===== config.mk =====
export PLATFORM = sky130hd
export DESIGN_NAME = ldr_lux_linearizer_top_flat
export DESIGN_NICKNAME = d
export VERILOG_FILES = /design/src/design/llx_pkg.sv /design/src/design/llx_if.sv /design/src/design/llx_queue.sv /design/src/design/llx_front.sv /design/src/design/llx_div.sv /design/src/design/llx_back.sv /design/src/design/ldr_lux_linearizer_top.sv /design/src/flat_wrapper.sv
export SDC_FILE = /design/constraint.sdc
export NUM_CORES = 1
export LEC_CHECK = 0
export ABC_CLOCK_PERIOD_IN_PS = 10610
export BUFFER_PORTS_ARGS = -buffer_cell sky130_fd_sc_hd__buf_4
export CAP_MARGIN = 10
export CORE_AREA = 2 2 266 215
export DETAILED_ROUTE_END_ITERATION = 12
export DIE_AREA = 0 0 268 217
export MAX_ROUTING_LAYER = met4
export PLACE_DENSITY = 0.68
export SYNTH_ARGS = -nofsm -noshare
export SYNTH_HDL_FRONTEND = slang
export SYNTH_HIERARCHICAL = 1
export SYNTH_SLANG_ARGS = --single-unit

===== constraint.sdc =====
create_clock -name clock -period 10.61 [get_ports clock]
set_input_delay 3.183 -clock clock [delete_from_list [all_inputs] [get_ports clock]]
set_output_delay 3.183 -clock clock [all_outputs]
set_load 0.05 [all_outputs]

===== src/design/llx_pkg.sv =====
// ----------------------------------------------------------------------------
// llx_pkg: shared types and constants of the light-sensor lux linearizer
// Widths, calibration defaults, lux points, class thresholds and the
// request/response structs of the shared divider.
// ----------------------------------------------------------------------------
package llx_pkg;

   localparam int ADC_W              = 12;
   localparam int MV_W               = 12;
   localparam int LUX_W              = 15;
   localparam int CLASS_W            = 3;
   localparam int NUM_CAL            = 5;
   localparam int NUM_CLASS_THR      = 4;
   localparam int CSR_INDEX_W        = 3;
   localparam int SAMPLES_PER_RESULT = 32;
   localparam int QUEUE_DEPTH        = 2;

   // millivolt scaling: avg * MV_FULL_SCALE / ADC_FULL_SCALE
   localparam int MV_PROD_W          = 24;
   localparam logic [MV_W-1:0]  MV_FULL_SCALE  = 12'd3300;
   localparam logic [ADC_W-1:0] ADC_FULL_SCALE = 12'd4095;

   // shared divider: quotient always fits in DIV_QUO_W bits
   localparam int DIV_DIVIDEND_W = 27;
   localparam int DIV_DIVISOR_W  = 12;
   localparam int DIV_QUO_W      = 15;
   localparam int DIV_STEP_W     = 4;

   // calibration lux points and class thresholds, unsigned Q.4
   localparam logic [LUX_W-1:0] LUX_PT [NUM_CAL] =
      '{15'd4382, 15'd5578, 15'd8355, 15'd20683, 15'd29918};
   localparam logic [LUX_W-1:0] CLASS_THR [NUM_CLASS_THR] =
      '{15'd4980, 15'd6966, 15'd14519, 15'd25301};
   localparam logic [ADC_W-1:0] CAL_RESET [NUM_CAL] =
      '{12'd533, 12'd711, 12'd1648, 12'd3435, 12'd4095};

   typedef logic [NUM_CAL-1:0][ADC_W-1:0] cal_array_type;

   typedef struct packed {
      logic                      start;
      logic [DIV_DIVIDEND_W-1:0] dividend;
      logic [DIV_DIVISOR_W-1:0]  divisor;
   } div_req_type;

   typedef struct packed {
      logic                 done;
      logic [DIV_QUO_W-1:0] quotient;
   } div_rsp_type;

endpackage


===== src/design/llx_if.sv =====
// ----------------------------------------------------------------------------
// llx_if: sample and result channels of the lux linearizer
// Valid/ready channels; a transaction moves at a clock edge with both high.
// ----------------------------------------------------------------------------
interface llx_req_if;
   logic                      valid;
   logic                      ready;
   logic [llx_pkg::ADC_W-1:0] sample;

   modport source (output valid, output sample, input ready);
   modport sink   (input valid, input sample, output ready);
endinterface

interface llx_rsp_if;
   logic                        valid;
   logic                        ready;
   logic [llx_pkg::ADC_W-1:0]   avg_raw;
   logic [llx_pkg::MV_W-1:0]    millivolts;
   logic [llx_pkg::LUX_W-1:0]   lux_q4;
   logic [llx_pkg::CLASS_W-1:0] light_class;
   logic                        led_on;

   modport source (output valid, output avg_raw, output millivolts, output lux_q4,
                   output light_class, output led_on, input ready);
   modport sink   (input valid, input avg_raw, input millivolts, input lux_q4,
                   input light_class, input led_on, output ready);
endinterface


===== src/design/llx_queue.sv =====
// ----------------------------------------------------------------------------
// llx_queue: small FIFO between accumulator and calibrator
// Holds completed sample sums until the back end takes them.
// ----------------------------------------------------------------------------
module llx_queue #(
   parameter int WIDTH = 17,
   parameter int DEPTH = llx_pkg::QUEUE_DEPTH
) (
   input  logic             clock,
   input  logic             reset,
   input  logic             push,
   input  logic [WIDTH-1:0] push_data,
   output logic             full,
   input  logic             pop,
   output logic             not_empty,
   output logic [WIDTH-1:0] pop_data
);

   localparam int PTR_W = (DEPTH > 1) ? $clog2(DEPTH) : 1;
   localparam int CNT_W = $clog2(DEPTH + 1);

   logic [WIDTH-1:0] entry_ff [DEPTH];
   logic [PTR_W-1:0] wptr_ff, wptr_in;
   logic [PTR_W-1:0] rptr_ff, rptr_in;
   logic [CNT_W-1:0] cnt_ff, cnt_in;

   assign full      = (cnt_ff == CNT_W'(DEPTH));
   assign not_empty = (cnt_ff != '0);
   assign pop_data  = entry_ff[rptr_ff];

   always_comb begin
      wptr_in = wptr_ff;
      rptr_in = rptr_ff;
      cnt_in  = cnt_ff;
      if (push) begin
         wptr_in = (wptr_ff == PTR_W'(DEPTH - 1)) ? '0 : wptr_ff + 1'b1;
      end
      if (pop) begin
         rptr_in = (rptr_ff == PTR_W'(DEPTH - 1)) ? '0 : rptr_ff + 1'b1;
      end
      if (push && !pop) begin
         cnt_in = cnt_ff + 1'b1;
      end else if (pop && !push) begin
         cnt_in = cnt_ff - 1'b1;
      end
   end

   always_ff @(posedge clock) begin
      if (reset) begin
         wptr_ff <= '0;
         rptr_ff <= '0;
         cnt_ff  <= '0;
      end else begin
         wptr_ff <= wptr_in;
         rptr_ff <= rptr_in;
         cnt_ff  <= cnt_in;
      end
   end

   always_ff @(posedge clock) begin
      if (push) begin
         entry_ff[wptr_ff] <= push_data;
      end
   end

endmodule


===== src/design/llx_front.sv =====
// ----------------------------------------------------------------------------
// llx_front: sample accumulator
// Sums samples and pushes the sum of each complete group into the queue.
// ----------------------------------------------------------------------------
module llx_front #(
   parameter int SAMPLES_PER_RESULT = llx_pkg::SAMPLES_PER_RESULT,
   parameter int SUM_W = llx_pkg::ADC_W + $clog2(SAMPLES_PER_RESULT)
) (
   input  logic             clock,
   input  logic             reset,
   llx_req_if.sink          req_ch,
   input  logic             queue_full,
   output logic             push,
   output logic [SUM_W-1:0] push_sum
);

   localparam int CNT_W = (SAMPLES_PER_RESULT > 1) ? $clog2(SAMPLES_PER_RESULT) : 1;

   logic [SUM_W-1:0] sum_ff, sum_in;
   logic [CNT_W-1:0] count_ff, count_in;
   logic             last;
   logic             accept;
   logic [SUM_W-1:0] sum_next;

   assign last     = (count_ff == CNT_W'(SAMPLES_PER_RESULT - 1));
   // stall only the transaction that closes a group while the queue is full
   assign req_ch.ready = !(last && queue_full);
   assign accept   = req_ch.valid && req_ch.ready;
   assign sum_next = sum_ff + SUM_W'(req_ch.sample);
   assign push     = accept && last;
   assign push_sum = sum_next;

   always_comb begin
      sum_in   = sum_ff;
      count_in = count_ff;
      if (accept) begin
         if (last) begin
            sum_in   = '0;
            count_in = '0;
         end else begin
            sum_in   = sum_next;
            count_in = count_ff + 1'b1;
         end
      end
   end

   always_ff @(posedge clock) begin
      if (reset) begin
         sum_ff   <= '0;
         count_ff <= '0;
      end else begin
         sum_ff   <= sum_in;
         count_ff <= count_in;
      end
   end

endmodule


===== src/design/llx_div.sv =====
// ----------------------------------------------------------------------------
// llx_div: shared restoring divider
// One quotient bit per cycle; the quotient must fit in DIV_QUO_W bits.
// ----------------------------------------------------------------------------
module llx_div (
   input  logic                 clock,
   input  logic                 reset,
   input  llx_pkg::div_req_type req,
   output llx_pkg::div_rsp_type rsp
);

   localparam int DD_W = llx_pkg::DIV_DIVIDEND_W;
   localparam int Q_W  = llx_pkg::DIV_QUO_W;
   localparam int S_W  = llx_pkg::DIV_STEP_W;

   logic            busy_ff;
   logic            done_ff;
   logic [S_W-1:0]  step_ff;
   logic [DD_W-1:0] rem_ff;
   logic [DD_W-1:0] dsh_ff;
   logic [Q_W-1:0]  quo_ff;
   logic            fits;

   assign fits         = (rem_ff >= dsh_ff);
   assign rsp.done     = done_ff;
   assign rsp.quotient = quo_ff;

   always_ff @(posedge clock) begin
      if (reset) begin
         busy_ff <= 1'b0;
         done_ff <= 1'b0;
         step_ff <= '0;
      end else begin
         done_ff <= 1'b0;
         if (req.start) begin
            busy_ff <= 1'b1;
            step_ff <= S_W'(Q_W - 1);
         end else if (busy_ff) begin
            if (step_ff == '0) begin
               busy_ff <= 1'b0;
               done_ff <= 1'b1;
            end else begin
               step_ff <= step_ff - 1'b1;
            end
         end
      end
   end

   always_ff @(posedge clock) begin
      if (req.start) begin
         rem_ff <= req.dividend;
         dsh_ff <= DD_W'(req.divisor) << (Q_W - 1);
         quo_ff <= '0;
      end else if (busy_ff) begin
         if (fits) begin
            rem_ff <= rem_ff - dsh_ff;
         end
         dsh_ff <= dsh_ff >> 1;
         quo_ff <= {quo_ff[Q_W-2:0], fits};
      end
   end

endmodule


===== src/design/llx_back.sv =====
// ----------------------------------------------------------------------------
// llx_back: calibration sequencer
// Turns one sample sum into average, millivolts, lux, class and LED flag.
// ----------------------------------------------------------------------------
module llx_back #(
   parameter int SAMPLES_PER_RESULT = llx_pkg::SAMPLES_PER_RESULT,
   parameter int SUM_W = llx_pkg::ADC_W + $clog2(SAMPLES_PER_RESULT)
) (
   input  logic                  clock,
   input  logic                  reset,
   input  llx_pkg::cal_array_type cal_points,
   input  logic                  queue_not_empty,
   input  logic [SUM_W-1:0]      queue_sum,
   output logic                  queue_pop,
   output llx_pkg::div_req_type  div_req,
   input  llx_pkg::div_rsp_type  div_rsp,
   llx_rsp_if.source             rsp_ch
);

   localparam int ADC_W   = llx_pkg::ADC_W;
   localparam int LUX_W   = llx_pkg::LUX_W;
   localparam int MV_W    = llx_pkg::MV_W;
   localparam int CLASS_W = llx_pkg::CLASS_W;
   localparam int NCAL    = llx_pkg::NUM_CAL;
   localparam int NTHR    = llx_pkg::NUM_CLASS_THR;
   localparam int PROD_W  = llx_pkg::DIV_DIVIDEND_W;
   localparam int MVP_W   = llx_pkg::MV_PROD_W;

   // average as sum * ceil(2^(SUM_W+L) / N) >> (SUM_W+L), L = clog2(N):
   // exact floor for every sum that fits SUM_W bits
   localparam int AVG_SHIFT  = SUM_W + $clog2(SAMPLES_PER_RESULT);
   localparam int RECIP_W    = SUM_W + 1;
   localparam int AVG_PROD_W = SUM_W + RECIP_W;
   localparam logic [RECIP_W-1:0] AVG_RECIP =
      RECIP_W'(((64'd1 << AVG_SHIFT) + 64'(SAMPLES_PER_RESULT) - 64'd1) /
               64'(SAMPLES_PER_RESULT));

   typedef enum logic [5:0] {
      ST_IDLE      = 6'b000001,
      ST_SEG       = 6'b000010,
      ST_MUL       = 6'b000100,
      ST_LUX_START = 6'b001000,
      ST_LUX_WAIT  = 6'b010000,
      ST_OUT       = 6'b100000
   } state_type;

   state_type            state_ff, state_in;
   logic [ADC_W-1:0]     avg_ff, avg_in;
   logic [MVP_W-1:0]     mv_prod_ff, mv_prod_in;
   logic [MV_W-1:0]      mv_ff, mv_in;
   logic                 led_ff, led_in;
   logic [LUX_W-1:0]     lux_ff, lux_in;
   logic                 use_div_ff, use_div_in;
   logic [ADC_W-1:0]     off_ff, off_in;
   logic [ADC_W-1:0]     span_ff, span_in;
   logic [LUX_W-1:0]     dl_ff, dl_in;
   logic [PROD_W-1:0]    prod_ff, prod_in;

   logic                 rsp_valid_ff, rsp_valid_in;
   logic [ADC_W-1:0]     rsp_avg_ff;
   logic [MV_W-1:0]      rsp_mv_ff;
   logic [LUX_W-1:0]     rsp_lux_ff;
   logic [CLASS_W-1:0]   rsp_class_ff;
   logic                 rsp_led_ff;
   logic                 rsp_load;
   logic                 out_free;

   logic [AVG_PROD_W-1:0] avg_prod;

   // segment selection
   logic [NCAL-2:0]      seg_hit;
   logic                 seg_found;
   logic [ADC_W-1:0]     seg_lo;
   logic [ADC_W-1:0]     seg_hi;
   logic [LUX_W-1:0]     seg_llo;
   logic [LUX_W-1:0]     seg_lhi;

   // millivolt correction and classification
   logic [MV_W-1:0]      mv_q0;
   logic [ADC_W:0]       mv_rem;
   logic [CLASS_W-1:0]   light_class;

   assign out_free = !rsp_valid_ff || rsp_ch.ready;
   assign avg_prod = queue_sum * AVG_RECIP;

   always_comb begin
      seg_found = 1'b0;
      seg_lo    = '0;
      seg_hi    = '0;
      seg_llo   = '0;
      seg_lhi   = '0;
      for (int i = 0; i < NCAL - 1; i++) begin
         seg_hit[i] = (avg_ff >= cal_points[i]) && (avg_ff <= cal_points[i+1]);
      end
      // first matching segment wins
      for (int i = NCAL - 2; i >= 0; i--) begin
         if (seg_hit[i]) begin
            seg_found = 1'b1;
            seg_lo    = cal_points[i];
            seg_hi    = cal_points[i+1];
            seg_llo   = llx_pkg::LUX_PT[i];
            seg_lhi   = llx_pkg::LUX_PT[i+1];
         end
      end
   end

   // x / 4095 as (x >> 12) plus one correction step
   assign mv_q0  = mv_prod_ff[MVP_W-1:ADC_W];
   assign mv_rem = {1'b0, mv_prod_ff[ADC_W-1:0]} + (ADC_W+1)'(mv_q0);

   always_comb begin
      light_class = CLASS_W'(NTHR);
      for (int k = NTHR - 1; k >= 0; k--) begin
         if (lux_ff <= llx_pkg::CLASS_THR[k]) begin
            light_class = CLASS_W'(k);
         end
      end
   end

   always_comb begin
      state_in    = state_ff;
      avg_in      = avg_ff;
      mv_prod_in  = mv_prod_ff;
      mv_in       = mv_ff;
      led_in      = led_ff;
      lux_in      = lux_ff;
      use_div_in  = use_div_ff;
      off_in      = off_ff;
      span_in     = span_ff;
      dl_in       = dl_ff;
      prod_in     = prod_ff;
      queue_pop   = 1'b0;
      rsp_load    = 1'b0;
      div_req.start    = 1'b0;
      div_req.dividend = prod_ff;
      div_req.divisor  = span_ff;

      unique case (state_ff)
         ST_IDLE: begin
            if (queue_not_empty) begin
               queue_pop = 1'b1;
               avg_in    = avg_prod[AVG_SHIFT +: ADC_W];
               state_in  = ST_SEG;
            end
         end
         ST_SEG: begin
            mv_prod_in = MVP_W'(avg_ff * llx_pkg::MV_FULL_SCALE);
            led_in     = (avg_ff < cal_points[1]);
            use_div_in = 1'b0;
            off_in     = avg_ff - seg_lo;
            span_in    = seg_hi - seg_lo;
            dl_in      = seg_lhi - seg_llo;
            if (avg_ff <= cal_points[0]) begin
               lux_in = llx_pkg::LUX_PT[0];
            end else if (avg_ff >= cal_points[NCAL-1]) begin
               lux_in = llx_pkg::LUX_PT[NCAL-1];
            end else if (seg_found) begin
               lux_in     = seg_llo;
               use_div_in = (seg_hi != seg_lo);
            end else begin
               lux_in = '0;
            end
            state_in = ST_MUL;
         end
         ST_MUL: begin
            prod_in  = PROD_W'(off_ff * dl_ff);
            mv_in    = (mv_rem >= (ADC_W+1)'(llx_pkg::ADC_FULL_SCALE)) ? mv_q0 + 1'b1 : mv_q0;
            state_in = use_div_ff ? ST_LUX_START : ST_OUT;
         end
         ST_LUX_START: begin
            div_req.start = 1'b1;
            state_in      = ST_LUX_WAIT;
         end
         ST_LUX_WAIT: begin
            if (div_rsp.done) begin
               lux_in   = lux_ff + div_rsp.quotient;
               state_in = ST_OUT;
            end
         end
         ST_OUT: begin
            if (out_free) begin
               rsp_load = 1'b1;
               state_in = ST_IDLE;
            end
         end
         default: begin
            state_in = ST_IDLE;
         end
      endcase
   end

   always_comb begin
      rsp_valid_in = rsp_valid_ff;
      if (rsp_load) begin
         rsp_valid_in = 1'b1;
      end else if (rsp_ch.ready) begin
         rsp_valid_in = 1'b0;
      end
   end

   always_ff @(posedge clock) begin
      if (reset) begin
         state_ff     <= ST_IDLE;
         rsp_valid_ff <= 1'b0;
      end else begin
         state_ff     <= state_in;
         rsp_valid_ff <= rsp_valid_in;
      end
   end

   always_ff @(posedge clock) begin
      avg_ff     <= avg_in;
      mv_prod_ff <= mv_prod_in;
      mv_ff      <= mv_in;
      led_ff     <= led_in;
      lux_ff     <= lux_in;
      use_div_ff <= use_div_in;
      off_ff     <= off_in;
      span_ff    <= span_in;
      dl_ff      <= dl_in;
      prod_ff    <= prod_in;
      if (rsp_load) begin
         rsp_avg_ff   <= avg_ff;
         rsp_mv_ff    <= mv_ff;
         rsp_lux_ff   <= lux_ff;
         rsp_class_ff <= light_class;
         rsp_led_ff   <= led_ff;
      end
   end

   assign rsp_ch.valid       = rsp_valid_ff;
   assign rsp_ch.avg_raw     = rsp_avg_ff;
   assign rsp_ch.millivolts  = rsp_mv_ff;
   assign rsp_ch.lux_q4      = rsp_lux_ff;
   assign rsp_ch.light_class = rsp_class_ff;
   assign rsp_ch.led_on      = rsp_led_ff;

endmodule


===== src/design/ldr_lux_linearizer_top.sv =====
// ----------------------------------------------------------------------------
// ldr_lux_linearizer_top: light-sensor averager and lux calibrator
//
// req_ch carries 12-bit converter samples, one transaction per sample. Every
// SAMPLES_PER_RESULT samples, rsp_ch delivers one result: truncated average,
// millivolts, lux in unsigned Q.4 interpolated over the five calibration
// points, a five-level light class and the LED flag.
// csr_we/csr_index/csr_wdata write calibration point csr_index (0..4);
// higher indexes are dropped. Write only while no group is in flight.
// Samples are taken one per cycle; a two-entry queue holds finished group
// sums. rsp_ch.valid rises after the closing sum passes the queue and the
// calibrator states IDLE, SEG, MUL, LUX_START, LUX_WAIT and OUT, of which
// the LUX states are skipped for a clamp, a zero-width segment or no
// segment. The 15-step lux divider makes the longer path; each result is
// done within a default group of 32 samples, so sampling runs without stalls
// while rsp_ch keeps up. Only the sample that closes a group waits, and only
// while the queue is full. While rsp_ch.ready is low, the finished result
// is held in the output register and the calibrator waits with the next
// one; sampling continues until the queue fills. Reset clears sum, count,
// queue and output valid and loads the default calibration points.
// ----------------------------------------------------------------------------
module ldr_lux_linearizer_top #(
   parameter int SAMPLES_PER_RESULT = llx_pkg::SAMPLES_PER_RESULT
) (
   input  logic                            clock,
   input  logic                            reset,
   llx_req_if.sink                         req_ch,
   llx_rsp_if.source                       rsp_ch,
   input  logic                            csr_we,
   input  logic [llx_pkg::CSR_INDEX_W-1:0] csr_index,
   input  logic [llx_pkg::ADC_W-1:0]       csr_wdata
);

   localparam int SUM_W = llx_pkg::ADC_W + $clog2(SAMPLES_PER_RESULT);

   llx_pkg::cal_array_type cal_ff;
   logic                   push;
   logic [SUM_W-1:0]       push_sum;
   logic                   queue_full;
   logic                   queue_pop;
   logic                   queue_not_empty;
   logic [SUM_W-1:0]       queue_sum;
   llx_pkg::div_req_type   div_req;
   llx_pkg::div_rsp_type   div_rsp;

   always_ff @(posedge clock) begin
      if (reset) begin
         for (int i = 0; i < llx_pkg::NUM_CAL; i++) begin
            cal_ff[i] <= llx_pkg::CAL_RESET[i];
         end
      end else if (csr_we) begin
         for (int i = 0; i < llx_pkg::NUM_CAL; i++) begin
            if (csr_index == llx_pkg::CSR_INDEX_W'(i)) begin
               cal_ff[i] <= csr_wdata;
            end
         end
      end
   end

   llx_front #(
      .SAMPLES_PER_RESULT (SAMPLES_PER_RESULT),
      .SUM_W              (SUM_W)
   ) u_front (
      .clock      (clock),
      .reset      (reset),
      .req_ch     (req_ch),
      .queue_full (queue_full),
      .push       (push),
      .push_sum   (push_sum)
   );

   llx_queue #(
      .WIDTH (SUM_W),
      .DEPTH (llx_pkg::QUEUE_DEPTH)
   ) u_queue (
      .clock     (clock),
      .reset     (reset),
      .push      (push),
      .push_data (push_sum),
      .full      (queue_full),
      .pop       (queue_pop),
      .not_empty (queue_not_empty),
      .pop_data  (queue_sum)
   );

   llx_div u_div (
      .clock (clock),
      .reset (reset),
      .req   (div_req),
      .rsp   (div_rsp)
   );

   llx_back #(
      .SAMPLES_PER_RESULT (SAMPLES_PER_RESULT),
      .SUM_W              (SUM_W)
   ) u_back (
      .clock           (clock),
      .reset           (reset),
      .cal_points      (cal_ff),
      .queue_not_empty (queue_not_empty),
      .queue_sum       (queue_sum),
      .queue_pop       (queue_pop),
      .div_req         (div_req),
      .div_rsp         (div_rsp),
      .rsp_ch          (rsp_ch)
   );

endmodule

===== src/flat_wrapper.sv =====
// flat-port wrapper written by rule: the top's interface ports become plain ports
module ldr_lux_linearizer_top_flat 
#(
   parameter int SAMPLES_PER_RESULT = llx_pkg::SAMPLES_PER_RESULT
)
  (clock, reset, csr_we, csr_index, csr_wdata, req_ch_valid, req_ch_sample, req_ch_ready, rsp_ch_valid, rsp_ch_avg_raw, rsp_ch_millivolts, rsp_ch_lux_q4, rsp_ch_light_class, rsp_ch_led_on, rsp_ch_ready);
  llx_req_if req_ch_i ();
  llx_rsp_if rsp_ch_i ();
  input  logic clock;
  input  logic reset;
  input  logic csr_we;
  input  logic [llx_pkg::CSR_INDEX_W-1:0] csr_index;
  input  logic [llx_pkg::ADC_W-1:0] csr_wdata;
  input wire logic [$bits(req_ch_i.valid)-1:0] req_ch_valid;
  input wire logic [$bits(req_ch_i.sample)-1:0] req_ch_sample;
  output wire logic [$bits(req_ch_i.ready)-1:0] req_ch_ready;
  output wire logic [$bits(rsp_ch_i.valid)-1:0] rsp_ch_valid;
  output wire logic [$bits(rsp_ch_i.avg_raw)-1:0] rsp_ch_avg_raw;
  output wire logic [$bits(rsp_ch_i.millivolts)-1:0] rsp_ch_millivolts;
  output wire logic [$bits(rsp_ch_i.lux_q4)-1:0] rsp_ch_lux_q4;
  output wire logic [$bits(rsp_ch_i.light_class)-1:0] rsp_ch_light_class;
  output wire logic [$bits(rsp_ch_i.led_on)-1:0] rsp_ch_led_on;
  input wire logic [$bits(rsp_ch_i.ready)-1:0] rsp_ch_ready;
  assign req_ch_i.valid = req_ch_valid;
  assign req_ch_i.sample = req_ch_sample;
  assign req_ch_ready = req_ch_i.ready;
  assign rsp_ch_valid = rsp_ch_i.valid;
  assign rsp_ch_avg_raw = rsp_ch_i.avg_raw;
  assign rsp_ch_millivolts = rsp_ch_i.millivolts;
  assign rsp_ch_lux_q4 = rsp_ch_i.lux_q4;
  assign rsp_ch_light_class = rsp_ch_i.light_class;
  assign rsp_ch_led_on = rsp_ch_i.led_on;
  assign rsp_ch_i.ready = rsp_ch_ready;
  ldr_lux_linearizer_top #(.SAMPLES_PER_RESULT(SAMPLES_PER_RESULT)) u_core (.clock(clock), .reset(reset), .req_ch(req_ch_i), .rsp_ch(rsp_ch_i), .csr_we(csr_we), .csr_index(csr_index), .csr_wdata(csr_wdata));
endmodule

# After elaboration in Yosys (flattened, before gate mapping)
# Memory sizes are Yosys's and may differ from the RTL's. A register that Yosys moved wholly into a read port is not among the register bits.
# Cells that the tools add are included.
[classes]
n_reduce_logical = 38
add_sub_neg = 14
n_div = 0
mul = 2
n_shift = 0
n_eq_ne = 17
bitwise = 3
magnitude_cmp = 17
n_mux = 61
[ops]
columns = ["cell", "n"]
rows = [
  ["two-way mux 15 bit", 12],
  ["two-way mux 12 bit", 9],
  ["two-way mux 27 bit", 3],
  ["greater-or-equal comparator 12 bit", 5],
  ["less-or-equal comparator 12 bit", 5],
  ["two-way mux 26 bit", 2],
  ["case mux 6 bit (6 select lines)", 1],
  ["less-or-equal comparator 15 x 13 -> 1 bit, second input constant", 2],
  ["case mux 15 bit (2 select lines)", 1],
  ["greater-or-equal comparator 27 x 26 -> 1 bit", 1],
  ["multiplier 12 x 15 -> 27 bit", 1],
  ["subtractor 27 x 26 -> 27 bit", 1],
  ["two-way mux 6 bit", 4],
  ["subtractor 12 bit", 2],
  ["multiplier 12 x 10 -> 22 bit, second input constant", 1],
  ["two-way mux 1 bit", 20],
  ["AND reduction 2 bit", 10],
  ["adder 17 x 12 -> 17 bit", 1],
  ["two-way mux 17 bit", 1],
  ["adder 15 bit", 1],
  ["less-or-equal comparator 15 x 14 -> 1 bit, second input constant", 1],
  ["less-or-equal comparator 15 bit, second input constant", 1],
  ["subtractor 15 bit", 1],
  ["adder 12 x 12 -> 13 bit", 1],
  ["other kinds (36)", 65],
]
[word_totals]
romBits = 0
ff_bits = 327
elab_cells = 189
out_inout_bits = 45
latchBits = 0
mem_bits_rw = 34
in_bits = 32
mem_count = 1
[memory_table]
columns = ["memory", "depth", "width", "read_ports", "rd_ports_with_merged_regs", "wr", "line_no", "source"]
rows = [
  ["u_core.u_queue.entry_ff", 2, 17, 1, 1, 1, "llx_queue.sv:22", "logic [WIDTH-1:0] entry_ff [DEPTH];"],
]

# Longest topological paths before layout
# Gate-level depths: netlist of the first run.
[depth]
word_depth = 10
mapped_depth = 25
ltp_nobuf = 22

# Modules after synthesis
# The synthesis of the first run kept the hierarchy.
[modules_own_cells]
columns = ["module", "seq_area_each_um2", "n_inst", "area_per_inst_um2", "cells_per_inst"]
rows = [
  ["llx_back", 5305.1, 1, 18611.6, 1904],
  ["llx_div", 1871.8, 1, 4664.5, 511],
  ["ldr_lux_linearizer_top", 1201.2, 1, 2367.3, 228],
  ["llx_front", 440.4, 1, 1530.2, 182],
  ["llx_queue", 1121.1, 1, 1435.1, 75],
]

# Worst setup path before layout of the first run
# Ideal clock, no wire load.
[synth_path]
path_type = "in2reg"
startpoint = "input port rsp_ch_ready"
endpoint = "register u_core.u_back.rsp_avg_ff[0], in the netlist u_core/u_back/rsp_ch.avg_raw[0], enable pin"
path_slack_ps = 4912
path_buffers = 0
t_required_ps = 10162
arrival_time_ps = 5249
stages = 2
setup_ps = 448
cell_sequence = "nand2b_1 > nor2b_1"
[synth_via]
elab_chain_len = 3
[synth_rtl]
columns = ["item", "line_no", "source"]
rows = [
  ["start: declaration", "flat_wrapper.sv:23", "input wire logic [$bits(rsp_ch_i.ready)-1:0] rsp_ch_ready;"],
  ["logical OR 1 bit", "llx_back.sv:83", "assign out_free = !rsp_valid_ff || rsp_ch.ready;"],
  ["two-way mux 1 bit", "llx_back.sv:181", "if (out_free) begin"],
  ["two-way mux 1 bit", "llx_back.sv:138", "unique case (state_ff)"],
  ["via u_core.u_back.rsp_load", "llx_back.sv:65", "logic rsp_load;"],
  ["end signal: assignment", "llx_back.sv:223", "rsp_avg_ff <= avg_ff;"],
  ["end: declaration", "llx_back.sv:60", "logic [ADC_W-1:0] rsp_avg_ff;"],
]
# The timed path passes the listed nets, and every way through them passes these cells.
# A chain may end at the register's enable or synchronous reset.

# Worst setup path after layout of the first run
[layout_path]
startpoint = "register u_core.u_back.off_ff[7]"
endpoint = "register u_core.u_back.prod_ff[26] (data pin)"
[layout_via]
elab_chain_len = 1
[layout_rtl]
columns = ["item", "line_no", "source"]
rows = [
  ["start: declaration", "llx_back.sv:54", "logic [ADC_W-1:0] off_ff, off_in;"],
  ["start signal: assignment", "llx_back.sv:218", "off_ff <= off_in;"],
  ["multiplier 12 x 15 -> 27 bit", "llx_back.sv:166", "prod_in = PROD_W'(off_ff * dl_ff);"],
  ["end signal: assignment", "llx_back.sv:221", "prod_ff <= prod_in;"],
  ["end: declaration", "llx_back.sv:57", "logic [PROD_W-1:0] prod_ff, prod_in;"],
]
# No other way between the ends.

==> results by group, run 1 <==
Placed design
  – Pre-CTS WS: 4.35 ns
  – Final HPWL DP: 53,200 um
  – Placed Area: 29,400 um2
  – I/O Buffers: 76
  – Final Wtd Congestion: 0.924

Timing
  – Fin. max-slew vios: 0
  – Hold Vio Cnt, Final: 0
  – Max Freq: 0.158 GHz
  – Final setup TNS: 0 ns
  – Final setup viols: 0
  – RSZ-0062 raised after global routing: false
  – Slack of the critical path: 4.29 ns
  – Crit share post-route: 0.595
  – Final min period: 6.32 ns
  – Slew headroom: 0.296
  – Worst Max-Slew Pin Slew: 1.05 ns
  – Clock Skew: 0.0127 ns

GRT
  – Grt ovf: 0
  – Largest net degree at the start of global routing: 90
  – Vias in the first global route: 21,300
  – Initial antenna violation count: 1
  – Gr usage total: 0.257
  – First-pass GRT wire length: 115,000 um

Cells and area
  – Seq. cell area: 9640 um2
  – Design Area, Final: 30,700 um2
  – Layout area overhead: 8.82%
  – # nets final: 3,402
  – Area occupied by multi-input gates: 16,800 um2
  – Final Core Density: 0.550
  – Layout cell share with drive strength beyond 1: 0.0752
  – # diodes: 0
  – Fill cells: 4,911

Drt
  – DRT iter0 DRCs: 1,676
  – Routed len/inst: 19.2 um
  – Vias post-DR: 21,200
  – DRT Pass-1 Iters: 6
  – # DRC: 0
  – Via/cell ratio: 5.72
  – Drt total wl: 70,900 um
  – Post-route ant nets: 0

Setup path
  – CP dominant cell by count: fa_1
  – Data arrival, critical path: 6.64 ns
  – Data required time of the critical path: 10.93 ns
  – CP Capture Type: flip-flop
  – Worst Path Buf+Inv: 4
  – Startpoint types: flip-flop
  – Slowest cell on crit path: edfxtp_1
  – Slowest Stage Delay on Critical Path: 0.64 ns
  – WS Path Type: reg -> reg
  – Critical Path Fanout Max: 15
  – Critical Path, Cell by Cell: and2_1 -> fa_1 -> inv_1 -> fa_1 -> inv_1 -> fa_1 -> fa_1 -> inv_1 -> fa_1 -> inv_1 -> ha_1 -> a21o_1 -> a21o_1 -> a21oi_1 -> o21ai_0 -> a21o_1 -> o41a_1 -> a211oi_1 -> a21oi_1 -> xnor2_1
  – CP top delay family: adder cells

Floorplanning
  – Die height: 217 um
  – FP Rows: 78
  – Core Footprint: 55,900 um2
  – Die area: 58,200 um2
  – Initial core utilization: 0.505
  – Die X: 268 um
  – I/O Pins: 77

Clock network
  – Clk sinks: 364
  – Later-pin clock latency in the skew report: 0.58 ns
  – Post-CTS resize count: 0
  – Setup Buffers After CTS: 0
  – # hold bufs at CTS: 0
  – Root Driver: clkbuf_16
  – Clock slew seen by the registers of the worst setup and hold paths: 0.07 ns
  – Clk buf depth: 3
  – CTS buffer count: 40
  – H-tree levels: 2
  – CTS tree: done

Yosys
  – Cells after Synth: 2,885
  – Syn Area/Cell: 9.79 um2
  – Mapped Area: 28,300 um2
  – Ys Warns: 6
  – Synth Net Count: 3,378

Flow run
  – Max-cap violation count: 0

Worst hold path
  – Min-Delay Path Class: reg -> reg

Run status
  – Outcome: completed
[flip-flops by register name (all words and copies together) (netlist names), 15 cells and up, named ones only]
register and count:
u_core/u_div/dsh_ff 26, u_core/u_back/prod_ff 27, u_core/u_queue/entry_ff 24, u_core/cal_ff 60
u_core/u_front/sum_ff 17, u_core/u_back/rsp_ch.lux_q4 15, u_core/u_back/lux_ff 15, u_core/u_div/rem_ff 27
u_core/u_div/quo_ff 15, u_core/u_back/mv_prod_ff 22, u_core/u_back/dl_ff 15
[metrics by stage]
stage / hold slack (ns) / instances
3_3_place_gp: 0.404 / 3627
6_report: 0.419 / 3700
2_1_floorplan: 0.400 / 2885
4_1_cts: 0.419 / 3700
3_5_place_dp: 0.405 / 3627
5_1_grt: 0.422 / 3700
[cell type report]
cell class | instances | share of cell area
clock buffer | 44 | 0.0330
sequential | 364 | 0.314
inverter | 378 | 0.0462
timing repair buffer | 89 | 0.0217
tap | 760 | 0.0309
multi-input combinational | 2036 | 0.545
clock inverter | 29 | 0.00965
[placed cells by master, fill, tap and decap left out, types with 13 or more instances in the layout]
cell type and instances:
a211oi_1 25, a21o_1 41, a21oi_1 162, a221oi_1 13, a22oi_1 16, and2_1 83
and3_1 16, buf_4 89, clkbuf_16 40, dfxtp_1 128, edfxtp_1 235, fa_1 167
ha_1 294, inv_1 374, mux2_2 17, mux2i_1 91, nand2_1 250, nand2b_1 52
nand3_1 47, nand4_1 29, nor2_1 198, nor2b_1 19, nor3_1 31, o211ai_1 15
o21a_1 16, o21ai_0 101, o21bai_1 15, o22ai_1 13, o31ai_1 17, or3_1 15
xnor2_1 96, xor2_1 33
[routing by layer]
metal / vias to the layer above / share of wire / GRT usage
met5: - / 0 / -
met4: 0 / 0.024 / 0.0685
met3: 109 / 0.063 / 0.0333
met2: 657 / 0.45 / 0.394
met1: 10400 / 0.47 / 0.361
li1: 9987 / - / -
[final timing paths]
path | endpoint | slack (ns) | start | cells after the start
min reg2reg | u_core/u_back/rsp_ch.millivolts[11]$_DFFE_PP_ | 0.42 | u_core/u_back/mv_ff[11]$_DFFE_PN_ | 0
min | u_core/u_back/rsp_ch.millivolts[11]$_DFFE_PP_ | 0.42 | u_core/u_back/mv_ff[11]$_DFFE_PN_ | 0
max | u_core/u_back/prod_ff[26]$_DFFE_PN_ | 4.29 | u_core/u_back/off_ff[7]$_DFFE_PP_ | 20
max reg2reg | u_core/u_back/prod_ff[26]$_DFFE_PN_ | 4.29 | u_core/u_back/off_ff[7]$_DFFE_PP_ | 20
Power of run 1 is left out: the tool's default activity adds up to more than one toggle a clock period on the data nets, which glitch-free logic cannot reach.
==> run 2, diff against run 1 <==
--- a/config.mk
+++ b/config.mk
@@ -5,7 +5,7 @@
 export SDC_FILE = /design/constraint.sdc
 export NUM_CORES = 1
 export LEC_CHECK = 0
-export ABC_CLOCK_PERIOD_IN_PS = 10610
+export ABC_CLOCK_PERIOD_IN_PS = 5900
 export BUFFER_PORTS_ARGS = -buffer_cell sky130_fd_sc_hd__buf_4
 export CAP_MARGIN = 10
 export CORE_AREA = 2 2 266 215
==> constraint.sdc (replaced) <==
create_clock -name clock -period 5.9 [get_ports clock]
set_input_delay 1.77 -clock clock [delete_from_list [all_inputs] [get_ports clock]]
set_output_delay 1.77 -clock clock [all_outputs]
set_load 0.05 [all_outputs]
==> results by group, run 2 (synthesis results as in run 1) <==
Run status
  – Outcome: completed (unchanged)

Cells and area
  – Max reg flops: 60 (unchanged)
  – Fill cells: 4,865 (was 4,911)
  – Post-route insts no fill: 3,780 (was 3,700)
  – Area occupied by multi-input gates: 16,800 um2 (about the same)
  – Seq. cell area: 9640 um2 (unchanged)
  – Largest registers: u_core/cal_ff: 60 flops, u_core/u_back/prod_ff: 27 flops, u_core/u_div/rem_ff: 27 flops (unchanged)
  – Largest reg by FF count: u_core/cal_ff (unchanged)
  – Design Area, Final: 31,500 um2 (was 30,700 um2)
  – Final Core Density: 0.563 (was 0.550)
  – Most frequent cells in the layout: inv_1 (374), ha_1 (292), nand2_1 (250), edfxtp_1 (235), nor2_1 (198) (was inv_1 (374), ha_1 (294), nand2_1 (250), edfxtp_1 (235), nor2_1 (198))
  – # nets final: 3,481 (was 3,402)
  – Layout cell share with drive strength beyond 1: 0.101 (was 0.0752)
  – Layout area overhead: 11.4% (was 8.82%)
  – Commonest non-fill, non-tap cell in the layout: inv_1 (unchanged)

Drt
  – Post-route ant nets: 0 (unchanged)
  – DRT iter0 DRCs: 1,591 (was 1,676)
  – # DRC: 0 (unchanged)
  – Via/cell ratio: 5.61 (was 5.72)
  – Drt total wl: 69,900 um (was 70,900 um)
  – Vias post-DR: 21,200 (about the same)
  – DRT Pass-1 Iters: 5 (was 6)
  – Routed len/inst: 18.5 um (was 19.2 um)

Floorplanning
  – FP Rows: 78 (unchanged)
  – Initial core utilization: 0.505 (unchanged)
  – Die height: 217 um (unchanged)
  – Die area: 58,200 um2 (unchanged)
  – Die X: 268 um (unchanged)
  – Core Footprint: 55,900 um2 (unchanged)
  – I/O Pins: 77 (unchanged)

Timing
  – Slack of the critical path: 0.191 ns (was 4.29 ns)
  – Slew headroom: 0.287 (was 0.296)
  – Clock Skew: 0.0170 ns (was 0.0127 ns)
  – Hold Vio Cnt, Final: 0 (unchanged)
  – Crit share post-route: 0.968 (was 0.595)
  – Worst Max-Slew Pin Slew: 1.07 ns (was 1.05 ns)
  – Fin. max-slew vios: 0 (unchanged)
  – Final min period: 5.71 ns (was 6.32 ns)
  – Max Freq: 0.175 GHz (was 0.158 GHz)
  – Final setup viols: 0 (unchanged)

Clock network
  – Clk buf depth: 3 (unchanged)
  – CTS tree: done (unchanged)
  – Later-pin clock latency in the skew report: 0.58 ns (about the same)
  – Clk sinks: 364 (unchanged)
  – Clock slew seen by the registers of the worst setup and hold paths: 0.06 ns (was 0.07 ns)
  – # hold bufs at CTS: 0 (unchanged)
  – CTS buffer count: 41 (was 40)
  – Root Driver: clkbuf_16 (unchanged)
  – H-tree levels: 2 (unchanged)

GRT
  – Gr usage total: 0.251 (was 0.257)
  – First-pass GRT wire length: 112,000 um (was 115,000 um)
  – Vias in the first global route: 21,000 (was 21,300)
  – Grt ovf: 0 (unchanged)
  – Largest net degree at the start of global routing: 89 (was 90)
  – Initial antenna violation count: 2 (was 1)

Placed design
  – Placed Area: 29,800 um2 (was 29,400 um2)
  – I/O Buffers: 76 (unchanged)
  – Final Wtd Congestion: 0.942 (was 0.924)
  – Pre-CTS WS: -0.0638 ns (was 4.35 ns)
  – Final HPWL DP: 53,200 um (about the same)
  – Placed cell count: 3,673 (was 3,627)

Setup path
  – Data required time of the critical path: 6.22 ns (was 10.93 ns)
  – Slowest cell on crit path: fa_1 (was edfxtp_1)
  – Startpoint types: flip-flop (unchanged)
  – CP top delay family: adder cells (unchanged)
  – CP dominant cell by count: fa_1 (unchanged)
  – Slowest Stage Delay on Critical Path: 0.54 ns (was 0.64 ns)
  – Critical Path Fanout Max: 10 (was 15)
  – Data arrival, critical path: 6.03 ns (was 6.64 ns)
  – Critical Path, Cell by Cell: buf_4 -> and2_1 -> fa_1 -> inv_1 -> fa_1 -> inv_1 -> fa_1 -> fa_1 -> inv_1 -> fa_1 -> inv_1 -> ha_1 -> nand4_1 -> o21ai_1 -> a21o_1 -> o41a_1 -> a211oi_2 -> a21oi_2 -> xnor2_1 (was and2_1 -> fa_1 -> inv_1 -> fa_1 -> inv_1 -> fa_1 -> fa_1 -> inv_1 -> fa_1 -> inv_1 -> ha_1 -> a21o_1 -> a21o_1 -> a21oi_1 -> o21ai_0 -> a21o_1 -> o41a_1 -> a211oi_1 -> a21oi_1 -> xnor2_1)
  – WS Path Type: reg -> reg (unchanged)
  – CP Capture Type: flip-flop (unchanged)
  – Worst Path Buf+Inv: 5 (was 4)

Worst hold path
  – Min-Delay Path Class: reg -> reg (unchanged)

Flow run
  – Max-cap violation count: 0 (unchanged)
==> run 2: cell count changes in the layout (fill, tap and decap cells not counted), sizes merged <==
| cell | before | now |
|---|---|---|
| clkbuf | 44 | 56 |
| buf | 89 | 166 |
| diode | 0 | 1 |
| bufinv | 4 | 3 |
| clkinvlp | 4 | 2 |
| clkinv | 18 | 14 |
| inv | 381 | 378 |
==> run 2: layer usage <==
metal / routed length, um / share of wire / global-route usage / vias up
met5: 0 / 0 / - / -
met4: 1410 / 0.020 / 0.0652 / 0
met3: 4680 / 0.067 / 0.0328 / 99
met2: 31200 / 0.45 / 0.381 / 642
met1: 32600 / 0.47 / 0.356 / 10300
li1: - / - / - / 10100
==> run 2: worst paths after layout <==
path	slack (ns)	cells past startpoint	from	to
setup / recovery	0.19	19	u_core/u_back/off_ff[11]$_DFFE_PP_	u_core/u_back/prod_ff[26]$_DFFE_PN_
hold / removal	0.42	0	u_core/u_back/mv_ff[10]$_DFFE_PN_	u_core/u_back/rsp_ch.millivolts[10]$_DFFE_PP_
setup reg to reg	0.19	19	u_core/u_back/off_ff[11]$_DFFE_PP_	u_core/u_back/prod_ff[26]$_DFFE_PN_
hold reg to reg	0.42	0	u_core/u_back/mv_ff[10]$_DFFE_PN_	u_core/u_back/rsp_ch.millivolts[10]$_DFFE_PP_
==> run 2: timing repair <==
item | 4_1_cts | 5_1_grt
buffers inserted | 2 | 30
pin swaps | 0 | 15
resized for setup | 0 | 19
gates cloned | 0 | 0
setup endpoints to repair | 1 | 7
==> run 2: final cells by class <==
type / instances / area share
timing repair buffer: 167 / 0.0409
antenna: 1 / 0.0000795
clock inverter: 19 / 0.00664
multi-input combinational: 2036 / 0.534
sequential: 364 / 0.306
clock buffer: 55 / 0.0366
inverter: 378 / 0.0451
tap: 760 / 0.0302
==> run 2: through the flow <==
step / hold WS (ns) / TNS [ns]
final: 0.417 / 0
after floorplan: 0.400 / 0
after global routing: 0.430 / -0.0436
after global placement: 0.403 / 0
after CTS: 0.418 / 0
after detailed placement: 0.405 / -0.0701
Power of run 2 is left out for the same reason.
==> run 3, diff against run 2 <==
--- a/config.mk
+++ b/config.mk
@@ -6,7 +6,7 @@
 export NUM_CORES = 1
 export LEC_CHECK = 0
 export ABC_CLOCK_PERIOD_IN_PS = 5900
-export BUFFER_PORTS_ARGS = -buffer_cell sky130_fd_sc_hd__buf_4
+export BUFFER_PORTS_ARGS = -buffer_cell sky130_fd_sc_hd__buf_2
 export CAP_MARGIN = 10
 export CORE_AREA = 2 2 266 215
 export DETAILED_ROUTE_END_ITERATION = 12
==> constraint.sdc (replaced) <==
create_clock -name clock -period 5.9 [get_ports clock]
set_input_delay 1.77 -clock clock [delete_from_list [all_inputs] [get_ports clock]]
set_output_delay 1.77 -clock clock [all_outputs]
set_load 0.02 [all_outputs]
==> results by group, run 3 (synthesis results as in run 1) <==
Run status
  – Outcome: completed (unchanged)

Cells and area
  – # diodes: 0 (was 1)
  – Layout area overhead: 9.83% (was 11.4%)
  – # nets final: 3,460 (was 3,481)
  – Largest registers: u_core/cal_ff: 60 flops, u_core/u_back/prod_ff: 27 flops, u_core/u_div/rem_ff: 27 flops (unchanged)
  – Max reg flops: 60 (unchanged)
  – Commonest non-fill, non-tap cell in the layout: inv_1 (unchanged)
  – Fill cells: 4,828 (was 4,865)
  – Most frequent cells in the layout: inv_1 (374), ha_1 (294), nand2_1 (249), edfxtp_1 (235), nor2_1 (198) (was inv_1 (374), ha_1 (292), nand2_1 (250), edfxtp_1 (235), nor2_1 (198))
  – Largest reg by FF count: u_core/cal_ff (unchanged)
  – Layout cell share with drive strength beyond 1: 0.0944 (was 0.101)
  – Final Core Density: 0.555 (was 0.563)
  – Seq. cell area: 9640 um2 (unchanged)
  – Area occupied by multi-input gates: 16,800 um2 (about the same)

Clock network
  – # hold bufs at CTS: 0 (unchanged)
  – Later-pin clock latency in the skew report: 0.59 ns (was 0.58 ns)
  – H-tree levels: 2 (unchanged)
  – CTS tree: done (unchanged)
  – Clock slew seen by the registers of the worst setup and hold paths: 0.06 ns (about the same)
  – Clk sinks: 364 (unchanged)
  – Root Driver: clkbuf_16 (unchanged)
  – Clk buf depth: 3 (unchanged)
  – CTS buffer count: 40 (was 41)

Floorplanning
  – FP Rows: 78 (unchanged)
  – Die height: 217 um (unchanged)
  – Die area: 58,200 um2 (unchanged)
  – I/O Pins: 77 (unchanged)
  – Initial core utilization: 0.505 (unchanged)
  – Core Footprint: 55,900 um2 (unchanged)
  – Die X: 268 um (unchanged)

Drt
  – Vias post-DR: 21,200 (about the same)
  – DRT Pass-1 Iters: 5 (unchanged)
  – Via/cell ratio: 5.63 (was 5.61)
  – Post-route ant nets: 0 (unchanged)
  – Drt total wl: 70,400 um (was 69,900 um)
  – Routed len/inst: 18.7 um (was 18.5 um)
  – # DRC: 0 (unchanged)
  – DRT iter0 DRCs: 1,723 (was 1,591)

Timing
  – Slew headroom: 0.267 (was 0.287)
  – Worst Max-Slew Pin Slew: 1.10 ns (was 1.07 ns)
  – Hold Vio Cnt, Final: 0 (unchanged)
  – Final setup viols: 0 (unchanged)
  – Crit share post-route: 0.960 (was 0.968)
  – Max Freq: 0.177 GHz (was 0.175 GHz)
  – Clock Skew: 0.0264 ns (was 0.0170 ns)
  – Final min period: 5.66 ns (was 5.71 ns)
  – Fin. max-slew vios: 0 (unchanged)

Flow run
  – Max-cap violation count: 0 (unchanged)

Setup path
  – Slowest cell on crit path: fa_1 (unchanged)
  – WS Path Type: reg -> reg (unchanged)
  – CP Capture Type: flip-flop (unchanged)
  – Startpoint types: flip-flop (unchanged)
  – Slowest Stage Delay on Critical Path: 0.55 ns (was 0.54 ns)
  – Data arrival, critical path: 5.99 ns (was 6.03 ns)
  – CP dominant cell by count: fa_1 (unchanged)
  – Critical Path Fanout Max: 8 (was 10)
  – Worst Path Buf+Inv: 4 (was 5)
  – Critical Path, Cell by Cell: buf_4 -> nand2_1 -> fa_1 -> inv_1 -> fa_1 -> fa_1 -> fa_1 -> inv_1 -> fa_1 -> inv_1 -> ha_1 -> and3_1 -> a311o_1 -> a31oi_4 -> o311ai_1 -> a21oi_1 -> o21bai_1 -> xor2_1 (was buf_4 -> and2_1 -> fa_1 -> inv_1 -> fa_1 -> inv_1 -> fa_1 -> fa_1 -> inv_1 -> fa_1 -> inv_1 -> ha_1 -> nand4_1 -> o21ai_1 -> a21o_1 -> o41a_1 -> a211oi_2 -> a21oi_2 -> xnor2_1)
  – Data required time of the critical path: 6.23 ns (was 6.22 ns)
  – CP top delay family: adder cells (unchanged)

GRT
  – Grt ovf: 0 (unchanged)
  – Gr usage total: 0.254 (was 0.251)
  – First-pass GRT wire length: 114,000 um (was 112,000 um)
  – Largest net degree at the start of global routing: 100 (was 89)
  – Vias in the first global route: 21,300 (was 21,000)
  – Initial antenna violation count: 1 (was 2)

Placed design
  – Final Wtd Congestion: 0.907 (was 0.942)
  – Final HPWL DP: 53,300 um (was 53,200 um)
  – I/O Buffers: 76 (unchanged)

Worst hold path
  – Min-Delay Path Class: reg -> reg (unchanged)
==> run 3: changes by cell type in the layout (fill, tap and decap cells not counted), sizes merged <==
cell      before  now
bufinv         3    2
clkinv        14   15
clkbuf        56   53
inv          378  376
diode          1    0
clkinvlp       2    5
buf          166  147
==> run 3: path summary, 6_finish.rpt <==
check	startpoint	to	slack, ns	cells after the start
worst max register to register	u_core/u_back/dl_ff[6]$_DFFE_PP_	u_core/u_back/prod_ff[25]$_DFFE_PN_	0.24	18
worst max-delay path	u_core/u_back/dl_ff[6]$_DFFE_PP_	u_core/u_back/prod_ff[25]$_DFFE_PN_	0.24	18
worst min-delay path	u_core/u_back/mv_ff[4]$_DFFE_PN_	u_core/u_back/rsp_ch.millivolts[4]$_DFFE_PP_	0.42	0
worst min register to register	u_core/u_back/mv_ff[4]$_DFFE_PN_	u_core/u_back/rsp_ch.millivolts[4]$_DFFE_PP_	0.42	0
==> run 3: area by class of cell <==
cell class | count | area share
Multi-Input combinational cell | 2036 | 0.541
Clock buffer | 53 | 0.0358
Clock inverter | 20 | 0.00637
Inverter | 378 | 0.0457
Timing Repair Buffer | 147 | 0.0295
Sequential cell | 364 | 0.311
Tap cell | 760 | 0.0306
==> run 3: routing by layer <==
layer | up-vias | GRT usage | wire length, um
li1 | 10100 | - | -
met4 | 0 | 0.0549 | 1220
met2 | 588 | 0.390 | 31600
met1 | 10400 | 0.364 | 33200
met5 | - | - | 0
met3 | 86 | 0.0291 | 4380
==> run 3: per-stage QoR <==
| step | setup slack [ns] | hold slack, ns | std cells | cell area [um2] | setup TNS [ns] |
|---|---|---|---|---|---|
| after detailed placement | 0.0556 | 0.408 | 3676 | 29600 | 0 |
| after global routing | -0.0183 | 0.432 | 3758 | 31000 | -0.0348 |
| after CTS | 0.0315 | 0.423 | 3749 | 30900 | 0 |
| after global placement | 0.101 | 0.404 | 3676 | 29600 | 0 |
| final | 0.238 | 0.420 | 3758 | 31000 | 0 |
| after floorplan | 0.248 | 0.400 | 2885 | 28300 | 0 |
==> run 3: timing repair <==
| action | CTS | global route |
|---|---|---|
| resized for setup | 0 | 10 |
| setup buffers | 0 | 9 |
| endpoints found under the setup margin | 0 | 8 |
Power of run 3 is left out for the same reason.
